File: config.mk
export PLATFORM = sky130hd
export DESIGN_NAME = ntkl_step
export DESIGN_NICKNAME = d
export VERILOG_FILES = /design/src/design/ntkl_pkg.sv /design/src/design/ntkl_step.sv
export SDC_FILE = /design/constraint.sdc
export NUM_CORES = 1
export LEC_CHECK = 0
export ABC_AREA = 1
export BUFFER_PORTS_ARGS = -buffer_cell sky130_fd_sc_hd__buf_2
export CAP_MARGIN = 20
export CORE_AREA = 3 3 154 156
export DETAILED_ROUTE_END_ITERATION = 8
export DIE_AREA = 0 0 157 159
export MAX_ROUTING_LAYER = met4
export SYNTH_ARGS = -nofsm -noshare
export SYNTH_HDL_FRONTEND = slang
export SYNTH_SLANG_ARGS = --single-unit
export TNS_END_PERCENT = 20
File: constraint.sdc
create_clock -name vclk -period 1.8
set_clock_uncertainty 0.1 [all_clocks]
set_input_delay 0.09 -clock vclk [all_inputs]
set_output_delay 0.09 -clock vclk [all_outputs]
set_load 0.02 [all_outputs]
File: src/design/ntkl_pkg.sv
// Package for the nibble trie key lookup block.
// Action codes, fixed field widths and the table write request type.
// No dependencies.
`default_nettype none

package ntkl_pkg;

  localparam int NIB_W   = 4;
  localparam int FANOUT  = 16;
  localparam int CHILD_W = 10;
  localparam int INFO_W  = 16;
  localparam int TLEN_W  = 5;
  localparam int TBITS_W = 64;

  typedef enum logic [1:0] {
    ACT_WR_CHILD = 2'd0,
    ACT_WR_ATTR  = 2'd1,
    ACT_LOOKUP   = 2'd2,
    ACT_NONE     = 2'd3
  } action_t;

  // one write request into the node table
  typedef struct packed {
    logic                 child_we;
    logic                 attr_we;
    logic [CHILD_W-1:0]   node;
    logic [NIB_W-1:0]     slot;
    logic [CHILD_W-1:0]   child;
    logic                 has_info;
    logic [INFO_W-1:0]    info;
    logic [TLEN_W-1:0]    tag_len;
    logic [TBITS_W-1:0]   tag_bits;
  } wr_t;

endpackage

`default_nettype wire

File: src/design/ntkl_step.sv
// Shared nibble step unit: tag collect, tag compare and child select.
// Used once per nibble by the sequencer. Uses ntkl_pkg.
`default_nettype none

module ntkl_step #(
  parameter int NUM_NODES       = 1024,
  parameter int TAG_NIBBLES_MAX = 16
) (
  input  logic [ntkl_pkg::NIB_W-1:0]                    nib,
  input  logic [$clog2(NUM_NODES)-1:0]                  cur_node,
  input  logic [4*TAG_NIBBLES_MAX-1:0]                  pend_bits,
  input  logic [$clog2(TAG_NIBBLES_MAX+1)-1:0]          pend_cnt,
  input  logic                                          missed,
  input  logic [$clog2(TAG_NIBBLES_MAX+1)-1:0]          tag_len,
  input  logic [4*TAG_NIBBLES_MAX-1:0]                  tag_bits,
  input  logic [ntkl_pkg::FANOUT*ntkl_pkg::CHILD_W-1:0] child_row,
  output logic                                          tag_match,
  output logic [$clog2(NUM_NODES)-1:0]                  nxt_node,
  output logic [4*TAG_NIBBLES_MAX-1:0]                  nxt_bits,
  output logic [$clog2(TAG_NIBBLES_MAX+1)-1:0]          nxt_cnt,
  output logic                                          nxt_missed
);
  import ntkl_pkg::*;

  localparam int NIDX_W = $clog2(NUM_NODES);
  localparam int TAG_W  = NIB_W * TAG_NIBBLES_MAX;

  logic [CHILD_W-1:0] child;

  assign tag_match = (pend_cnt == tag_len) && (pend_bits == tag_bits);
  assign child     = child_row[nib*CHILD_W +: CHILD_W];

  always_comb begin
    nxt_node   = cur_node;
    nxt_bits   = pend_bits;
    nxt_cnt    = pend_cnt;
    nxt_missed = missed;
    if (!missed) begin
      if (tag_len > pend_cnt) begin
        nxt_bits = (pend_bits << NIB_W) | TAG_W'(nib);
        nxt_cnt  = pend_cnt + 1'b1;
      end else begin
        nxt_bits = '0;
        nxt_cnt  = '0;
        if (!tag_match) begin
          nxt_missed = 1'b1;
        end else if (child == '0 || 32'(child) >= NUM_NODES) begin
          // no child: miss, stay put
          nxt_missed = 1'b1;
        end else begin
          nxt_node = NIDX_W'(child);
        end
      end
    end
  end

endmodule

`default_nettype wire

==> out/results.ini, run 1 <==
[cells_and_area]
finalNonFillerCells = 1756
design.seq.count = 0
final_core_util = 0.3966
clock_buffers = 0
drive_gt1_frac = 0.4619
synthToLayoutAreaGrowth_pct = 100.7
n_fill_cell = 2436
nets = 1791
seqCellArea_um2 = 0
post-route-cell-area_mm2 = 0.008924

[global_route]
grt_pass1_vias = 7912
grt_max_degree = 49
grt_use_total = 0.2181
grt_pass1_wl_mm = 42.42
overflow = 0
antenna_found_initial = 1

[synthesis]
syn_nets = 1277
yosys_warnings = 0
synth_area_leaders = nand2_1 (33%), nand3_1 (12%), o21ai_0 (9.2%)
syn_area_per_cell_um2 = 4.642
synth_cell_types = 31
synth-seq-area-share = 0
synth_area_mm2 = 0.004447
synth_top_area_frac = 0.3326
yosysTopAreaCell = nand2_1
syn_inst = 958

[timing]
whs_ns = 0.3637
fmax_ghz = 0.5006
tns_ns = -5.598
fin_crit_sh = 1.110
worstMarginPinSlew_ns = 0.3116
drv_slew = 0
hold_viol = 0
period_needed_ns = 1.998
rsz0062_at_grt = yes
setup_viol = 59
fin_ws_ns = -0.1978
relSlewSlack = 0.7908

[route]
route.detailed.drc = 0
drtIter0Drc = 579
ant_nets = 0
dr.pass1.iters = 5
viasPerCell = 4.617
wl_per_cell_um = 16.30
num_vias = 8108
wl_mm = 28.63

[floorplan]
dieWidth_um = 157
initial_core_util = 0.1976
die_h_um = 159
die_area_mm2 = 0.02496
ioPinCount = 394
fp.coreArea_mm2 = 0.02250
fp-row-count = 55

[status]
violations = setup timing
status = finished, violations left

[placement]
io_buffer_count = 394
place_ws_ns = -0.4016
hpwlAfterDp_mm = 23.26
globalplace.congestion = 0.9235
dp_cells = 1723
place_area_mm2 = 0.007690

[job]
maxCapViolCount = 0

[setup_path]
cp.required_ns = 1.61
critical_path_class = in2out
cp-start-kind = primary input
critPathCaptureType = output port
critical_path_arrival_ns = 1.81
crit_fanout = 6

[pwr]
cellPowerDensity_mw_per_mm2 = 301.6
power_leakage_nw = 5.081
finalPower_mw = 2.691
vdd_ir_drop_max_mv = 0.1527

[worst_hold_path]
hold_class = in2out
whs_path_depth = 4

[clock_network]
ctsHoldBuffers = 0

-- cells in the mapped netlist --
cell type  instances
xnor2_1           37
o21ai_0           82
clkbuf_1          28
nor2b_1            1
nand2b_1           1
nor2_1            97
inv_1             97
buf_6             12
or2_2             11
inv_2              3
nor3_2             1
nand3_1          106
nand2_1          394
o21bai_1           1
buf_1              5
nand2_2            1
o211ai_1          13
nor2_2             3
nand3b_1           1
nor3_1             2
nand4_1           22
buf_2              6
buf_4              3
ha_1               6
o21ai_4            1
clkinv_1           1
o211ai_2           1
a21oi_1            3
nand3_2            1
xor2_1            14
o21ai_1            4
-- final cells by class --
class              instances  area (um^2)  share of cell area
diodes                     1        2.502           0.0002804
inverters                101        399.1             0.04473
multi-input cells        804         4244              0.4756
well taps                285        356.6             0.03996
repair buffers           565         3921              0.4394
-- cells in the final DEF, fill, tap and decap left out, types with 7 or more instances in the layout --
cell,count
xor2_1,14
nand3_2,20
o21ai_1,50
nor2_4,11
nand3_1,85
nor2_1,84
buf_12,15
o21ai_0,21
buf_16,8
o211ai_1,13
nand2_1,369
o21ai_2,13
buf_4,161
nand2_2,19
inv_1,90
or2_2,10
buf_6,20
buf_2,352
nand2_4,7
nand4_1,22
xnor2_1,31
-- path summary, 6_finish.rpt --
| path | from | to | slack, ns |
|---|---|---|---|
| hold / removal | cur_node[1] | nxt_node[1] | 0.36 |
| setup / recovery | nib[0] | nxt_node[6] | -0.20 |
-- layer usage --
layer	vias up	part of all wire	wire [um]	GRT usage
met5	-	0	0	-
met3	34	0.067	1921	0.01604
met4	0	0.021	599	0.03780
met2	354	0.50	14430	0.3909
li1	4068	-	-	-
met1	3652	0.41	11680	0.2692
-- logic make-up after synthesis --
group,synth area share
xor gates and xnor gates,0.1005
and+or+nand+nor,0.5971
buffers and inverters,0.1553
AOI/OAI and AO/OA,0.1303
adders and majority gates,0.01688
-- worst max-delay path: stages --
cell       delay [ns]
buf_12           0.13
bufbuf_16        0.26
o211ai_1         0.23
nand3_1          0.13
nand3_2          0.10
nand2_2          0.08
nor2_4           0.12
nand2_4          0.11
o21ai_4          0.27
nand2_1          0.10
nand2_2          0.08
buf_6            0.11
-- what timing repair did --
item	CTS	global route
gates resized for setup	193	42
pin swaps	53	28
buffers inserted	14	5
gates cloned	14	0
endpoints found under the setup margin	75	78
-- where the power goes --
part           leakage, nW     total, mW  switching, mW  internal, mW
combinational         5.08          2.69           1.42          1.27
sequential               0             0              0             0
clock           0.00000634  0.0000000742              0  0.0000000742
total                 5.08          2.69           1.42          1.27
No activity file was read; power rests on OpenSTA's default activity.
==> inputs of run 2 (changes only) <==
CORE_AREA = 3 3 150 152   (was 3 3 154 156)
DIE_AREA = 0 0 153 155   (was 0 0 157 159)
==> out/results.ini, run 2 (same netlist as run 1, synthesis figures left out) <==
[pwr]
cellPowerDensity_mw_per_mm2 = 307.7
power_frac_comb = 1.000
p_seq_frac = 0
p_int_mw = 1.295
netSwitchingPower_mw = 1.457
power_leakage_nw = 5.003
sw_frac_of_total = 0.5294
vdd_ir_drop_max_mv = 0.1763
p_clk_frac = 0

[setup_path]
cpMaxStageDelayCell = ha_4
critical_path_arrival_ns = 1.85
critPathCaptureType = output port
critical_path_buf_inv_count = 6
cp-start-kind = primary input
cp.depth = 15
critical_path_class = in2out
crit_path_cell_trace = buf_8, inv_4, ha_4, nand2_4, inv_4, nand4_1, buf_6, nor2_4, nand3_4, nor3_4, buf_6, o21ai_4, nand2_1, nand2_2, buf_6
cp_slowest_stage_delay_ns = 0.27
cp.required_ns = 1.61
cp_common_cell = buf_6
crit_family = simple AND/OR/NAND/NOR gates
crit_fanout = 6

[timing]
relSlewSlack = 0.6528
drv_slew = 0
setup_viol = 69
worstMarginPinSlew_ns = 0.5208
fmax_ghz = 0.4900
fin_ws_ns = -0.2408
rsz0062_at_grt = yes
period_needed_ns = 2.041
fin_crit_sh = 1.134
hold_viol = 0

[route]
route.detailed.drc = 0
num_vias = 8089
wl_mm = 28.07
wl_per_cell_um = 16.20
dr.pass1.iters = 5
drtIter0Drc = 654
viasPerCell = 4.668
ant_nets = 0

[global_route]
grt_pass1_vias = 7763
grt_pass1_wl_mm = 41.06
grt_max_degree = 59
overflow = 0
antenna_found_initial = 3
grt_use_total = 0.2193

[clock_network]
ctsHoldBuffers = 0

[floorplan]
dieWidth_um = 153
die_h_um = 155
ioPinCount = 394
die_area_mm2 = 0.02372
initial_core_util = 0.2102
fp.coreArea_mm2 = 0.02115
fp-row-count = 53

[cells_and_area]
post-route-cell-area_mm2 = 0.008944
clock_buffers = 0
final_core_util = 0.4228
design.seq.count = 0
seqCellArea_um2 = 0
synthToLayoutAreaGrowth_pct = 101.1
layout_commonest_cell = nand2_1
nets = 1776
drive_gt1_frac = 0.4708
final_cell_mix = nand2_1 (366), buf_2 (328), buf_4 (136)

[placement]
place_area_mm2 = 0.007637
globalplace.congestion = 0.9494
hpwlAfterDp_mm = 22.75
io_buffer_count = 394

[status]
status = finished, violations left
violations = setup timing

[job]
maxCapViolCount = 0

[worst_hold_path]
hold_class = in2out
whs_path_depth = 4

==> run 2: cell count changes in the layout (fill, tap and decap cells not counted), moves of 24 or more <==
cell,delta
o21ai_1,-46
o21ai_2,+27
buf_6,+42
buf_2,-24
buf_4,-25
==> run 2: final timing paths <==
| check | startpoint | end | slack (ns) |
|---|---|---|---|
| setup / recovery | pend_cnt[4] | nxt_node[5] | -0.24 |
| hold / removal | cur_node[4] | nxt_node[4] | 0.37 |
==> run 2: power by group through the flow <==
stage | Sequential [mW] | Combinational [mW] | Clock (mW)
4_1_cts | 0 | 2.56 | 0
3_3_place_gp | 0 | 2.21 | 0
3_5_place_dp | 0 | 2.21 | 0
6_report | 0 | 2.75 | 0.000000223
2_1_floorplan | 0 | 1.07 | 0
5_1_grt | 0 | 2.97 | 0.000000223
==> run 2: cell type report <==
type,instances,area [um^2]
Antenna cell,3,7.507
Fill cell,2265,12210
Inverter,101,396.6
Multi-Input combinational cell,804,4312
Tap cell,275,344.1
Timing Repair Buffer,550,3884
==> run 2: stage by stage <==
step / power, mW / hold WS, ns / setup WS [ns] / std cells / TNS [ns]
finish: 2.752 / 0.3682 / -0.2408 / 1733 / -6.198
global route: 2.967 / 0.3741 / -0.3675 / 1733 / -12.14
CTS: 2.557 / 0.3646 / -0.1743 / 1726 / -3.420
detailed placement: 2.215 / 0.4000 / -0.4596 / 1706 / -9.362
global placement: 2.206 / 0.3956 / -0.3879 / 1706 / -8.805
floorplan: 1.075 / 0.2201 / -0.09580 / 958 / -2.262
==> run 2: what timing repair did <==
item,CTS,global route
resized for setup,180,120
pin swaps,45,22
setup endpoints to repair,79,79
cloned,9,1
buffers inserted,11,3
==> run 2: metal layers <==
layer,GRT usage,part of all wire
met5,-,0
met4,0.05176,0.028
met3,0.01697,0.061
met2,0.3914,0.50
met1,0.2705,0.41
==> inputs of run 3 (changes only) <==
CORE_AREA = 4 4 151 153   (was 3 3 150 152)
DIE_AREA = 0 0 155 157   (was 0 0 153 155)
SKIP_LAST_GASP = 1   (was default)
SLEW_MARGIN = 20   (was default)
==> out/results.ini, run 3 (same netlist as run 1, synthesis figures left out) <==
[status]
status = finished, violations left
violations = setup timing

[route]
num_vias = 7903
route.detailed.drc = 0
wl_mm = 27.77
viasPerCell = 4.539
ant_nets = 0
wl_per_cell_um = 15.95
drtIter0Drc = 519
dr.pass1.iters = 8

[global_route]
grt_max_degree = 52
antenna_found_initial = 1
grt_use_total = 0.2152
grt_pass1_wl_mm = 41.10
overflow = 0
grt_pass1_vias = 7766

[cells_and_area]
final_cell_mix = nand2_1 (376), buf_2 (372), buf_4 (142)
clock_buffers = 0
n_fill_cell = 2444
drive_gt1_frac = 0.4432
seqCellArea_um2 = 0
nets = 1781
synthToLayoutAreaGrowth_pct = 88.69
design.seq.count = 0
layout_commonest_cell = nand2_1

[placement]
globalplace.congestion = 0.9822
place_ws_ns = -0.5650
io_buffer_count = 394
hpwlAfterDp_mm = 23.47

[setup_path]
crit_fanout = 15
crit_family = simple AND/OR/NAND/NOR gates
cp_slowest_stage_delay_ns = 0.29
critical_path_arrival_ns = 1.85
cp.required_ns = 1.61
cpMaxStageDelayCell = bufbuf_16
critical_path_class = in2out
critical_path_buf_inv_count = 3
crit_path_cell_trace = buf_8, bufbuf_16, o211ai_1, nand3_1, nand3_1, nand2_2, nor2_2, nand2_4, o21ai_4, nand2_1, nand2_2, buf_6
cp.depth = 12
cp-start-kind = primary input
critPathCaptureType = output port

[pwr]
cellPowerDensity_mw_per_mm2 = 296.0
p_seq_frac = 0
sw_frac_of_total = 0.5443
power_leakage_nw = 4.855
netSwitchingPower_mw = 1.352
power_frac_comb = 1.000
p_int_mw = 1.132
p_clk_frac = 0
vdd_ir_drop_max_mv = 0.1478

[worst_hold_path]
worstHoldStart = cur_node[2]
min_to = nxt_node[2]
hold_class = in2out
whs_path_depth = 4

[timing]
setup_viol = 57
drv_slew = 0
fin_ws_ns = -0.2425
whs_ns = 0.3658
period_needed_ns = 2.043
hold_viol = 0
fin_crit_sh = 1.135
relSlewSlack = 0.6609
rsz0062_at_grt = yes
worstMarginPinSlew_ns = 0.5087
fmax_ghz = 0.4896

[floorplan]
fp.coreArea_mm2 = 0.02155
fp-row-count = 54
initial_core_util = 0.2063
dieWidth_um = 155
ioPinCount = 394
die_area_mm2 = 0.02434
die_h_um = 157

[clock_network]
ctsHoldBuffers = 0

[job]
maxCapViolCount = 0

## run 3: cell count changes in the layout (fill, tap and decap cells not counted), moves of 5 or more
cell / previous run / this run
o21ai_1: 4 / 20
nand2_1: 366 / 376
buf_4: 136 / 142
buf_2: 328 / 372
buf_16: 7 / 2
buf_12: 13 / 7
o21ai_4: 10 / 4
o21ai_0: 34 / 50
o21ai_2: 40 / 14
nand2_2: 24 / 17
buf_6: 62 / 27
## run 3: worst max path at each step
stage,start,endpoint,slack [ns]
2_1_floorplan,pend_cnt[4],nxt_bits[30],-0.1
3_5_place_dp,pend_cnt[4],nxt_missed,-0.57
5_1_grt,pend_cnt[3],nxt_node[8],-0.34
4_1_cts,pend_cnt[4],nxt_missed,-0.21
6_report,nib[0],nxt_node[1],-0.24
3_3_place_gp,pend_cnt[4],nxt_missed,-0.60
## run 3: what timing repair did
action	CTS	global route
resized for setup	82	56
endpoints found under the setup margin	73	80
pin swaps	30	22
gates cloned	5	1
setup buffers	10	1
## run 3: power groups by stage
stage                       Clock (mW)  Combinational (mW)  Sequential, mW
after floorplan                      0                1.07               0
after global placement               0                2.24               0
after detailed placement             0                2.24               0
after CTS                            0                2.40               0
after global routing      0.0000000743                2.71               0
final                     0.0000000742                2.48               0
## run 3: stage by stage
stage,cells,TNS (ns),power (mW),instance area (um^2),utilization
4_1_cts,1738,-6.058,2.399,8149,0.3781
2_1_floorplan,958,-2.262,1.075,4516,-
6_report,1741,-3.948,2.484,8391,0.3893
5_1_grt,1741,-11.25,2.711,8391,0.3893
3_3_place_gp,1723,-13.21,2.244,7684,0.3565
3_5_place_dp,1723,-11.65,2.244,7684,0.3565
## run 3: per-layer routing
layer | global-route usage | up-vias | routed length, um
met2 | 0.3800 | 335 | 13510
met5 | - | - | 0
met1 | 0.2688 | 3498 | 11750
li1 | - | 4030 | -
met3 | 0.01787 | 40 | 1813
met4 | 0.04542 | 0 | 695
## run 3: cell type report
class / instances / area [um^2] / area share
timing repair buffer: 555 / 3530 / 0.4207
inverter: 101 / 389.1 / 0.04638
tap: 280 / 350.3 / 0.04175
antenna: 1 / 2.502 / 0.0002982
multi-input combinational: 804 / 4119 / 0.4909
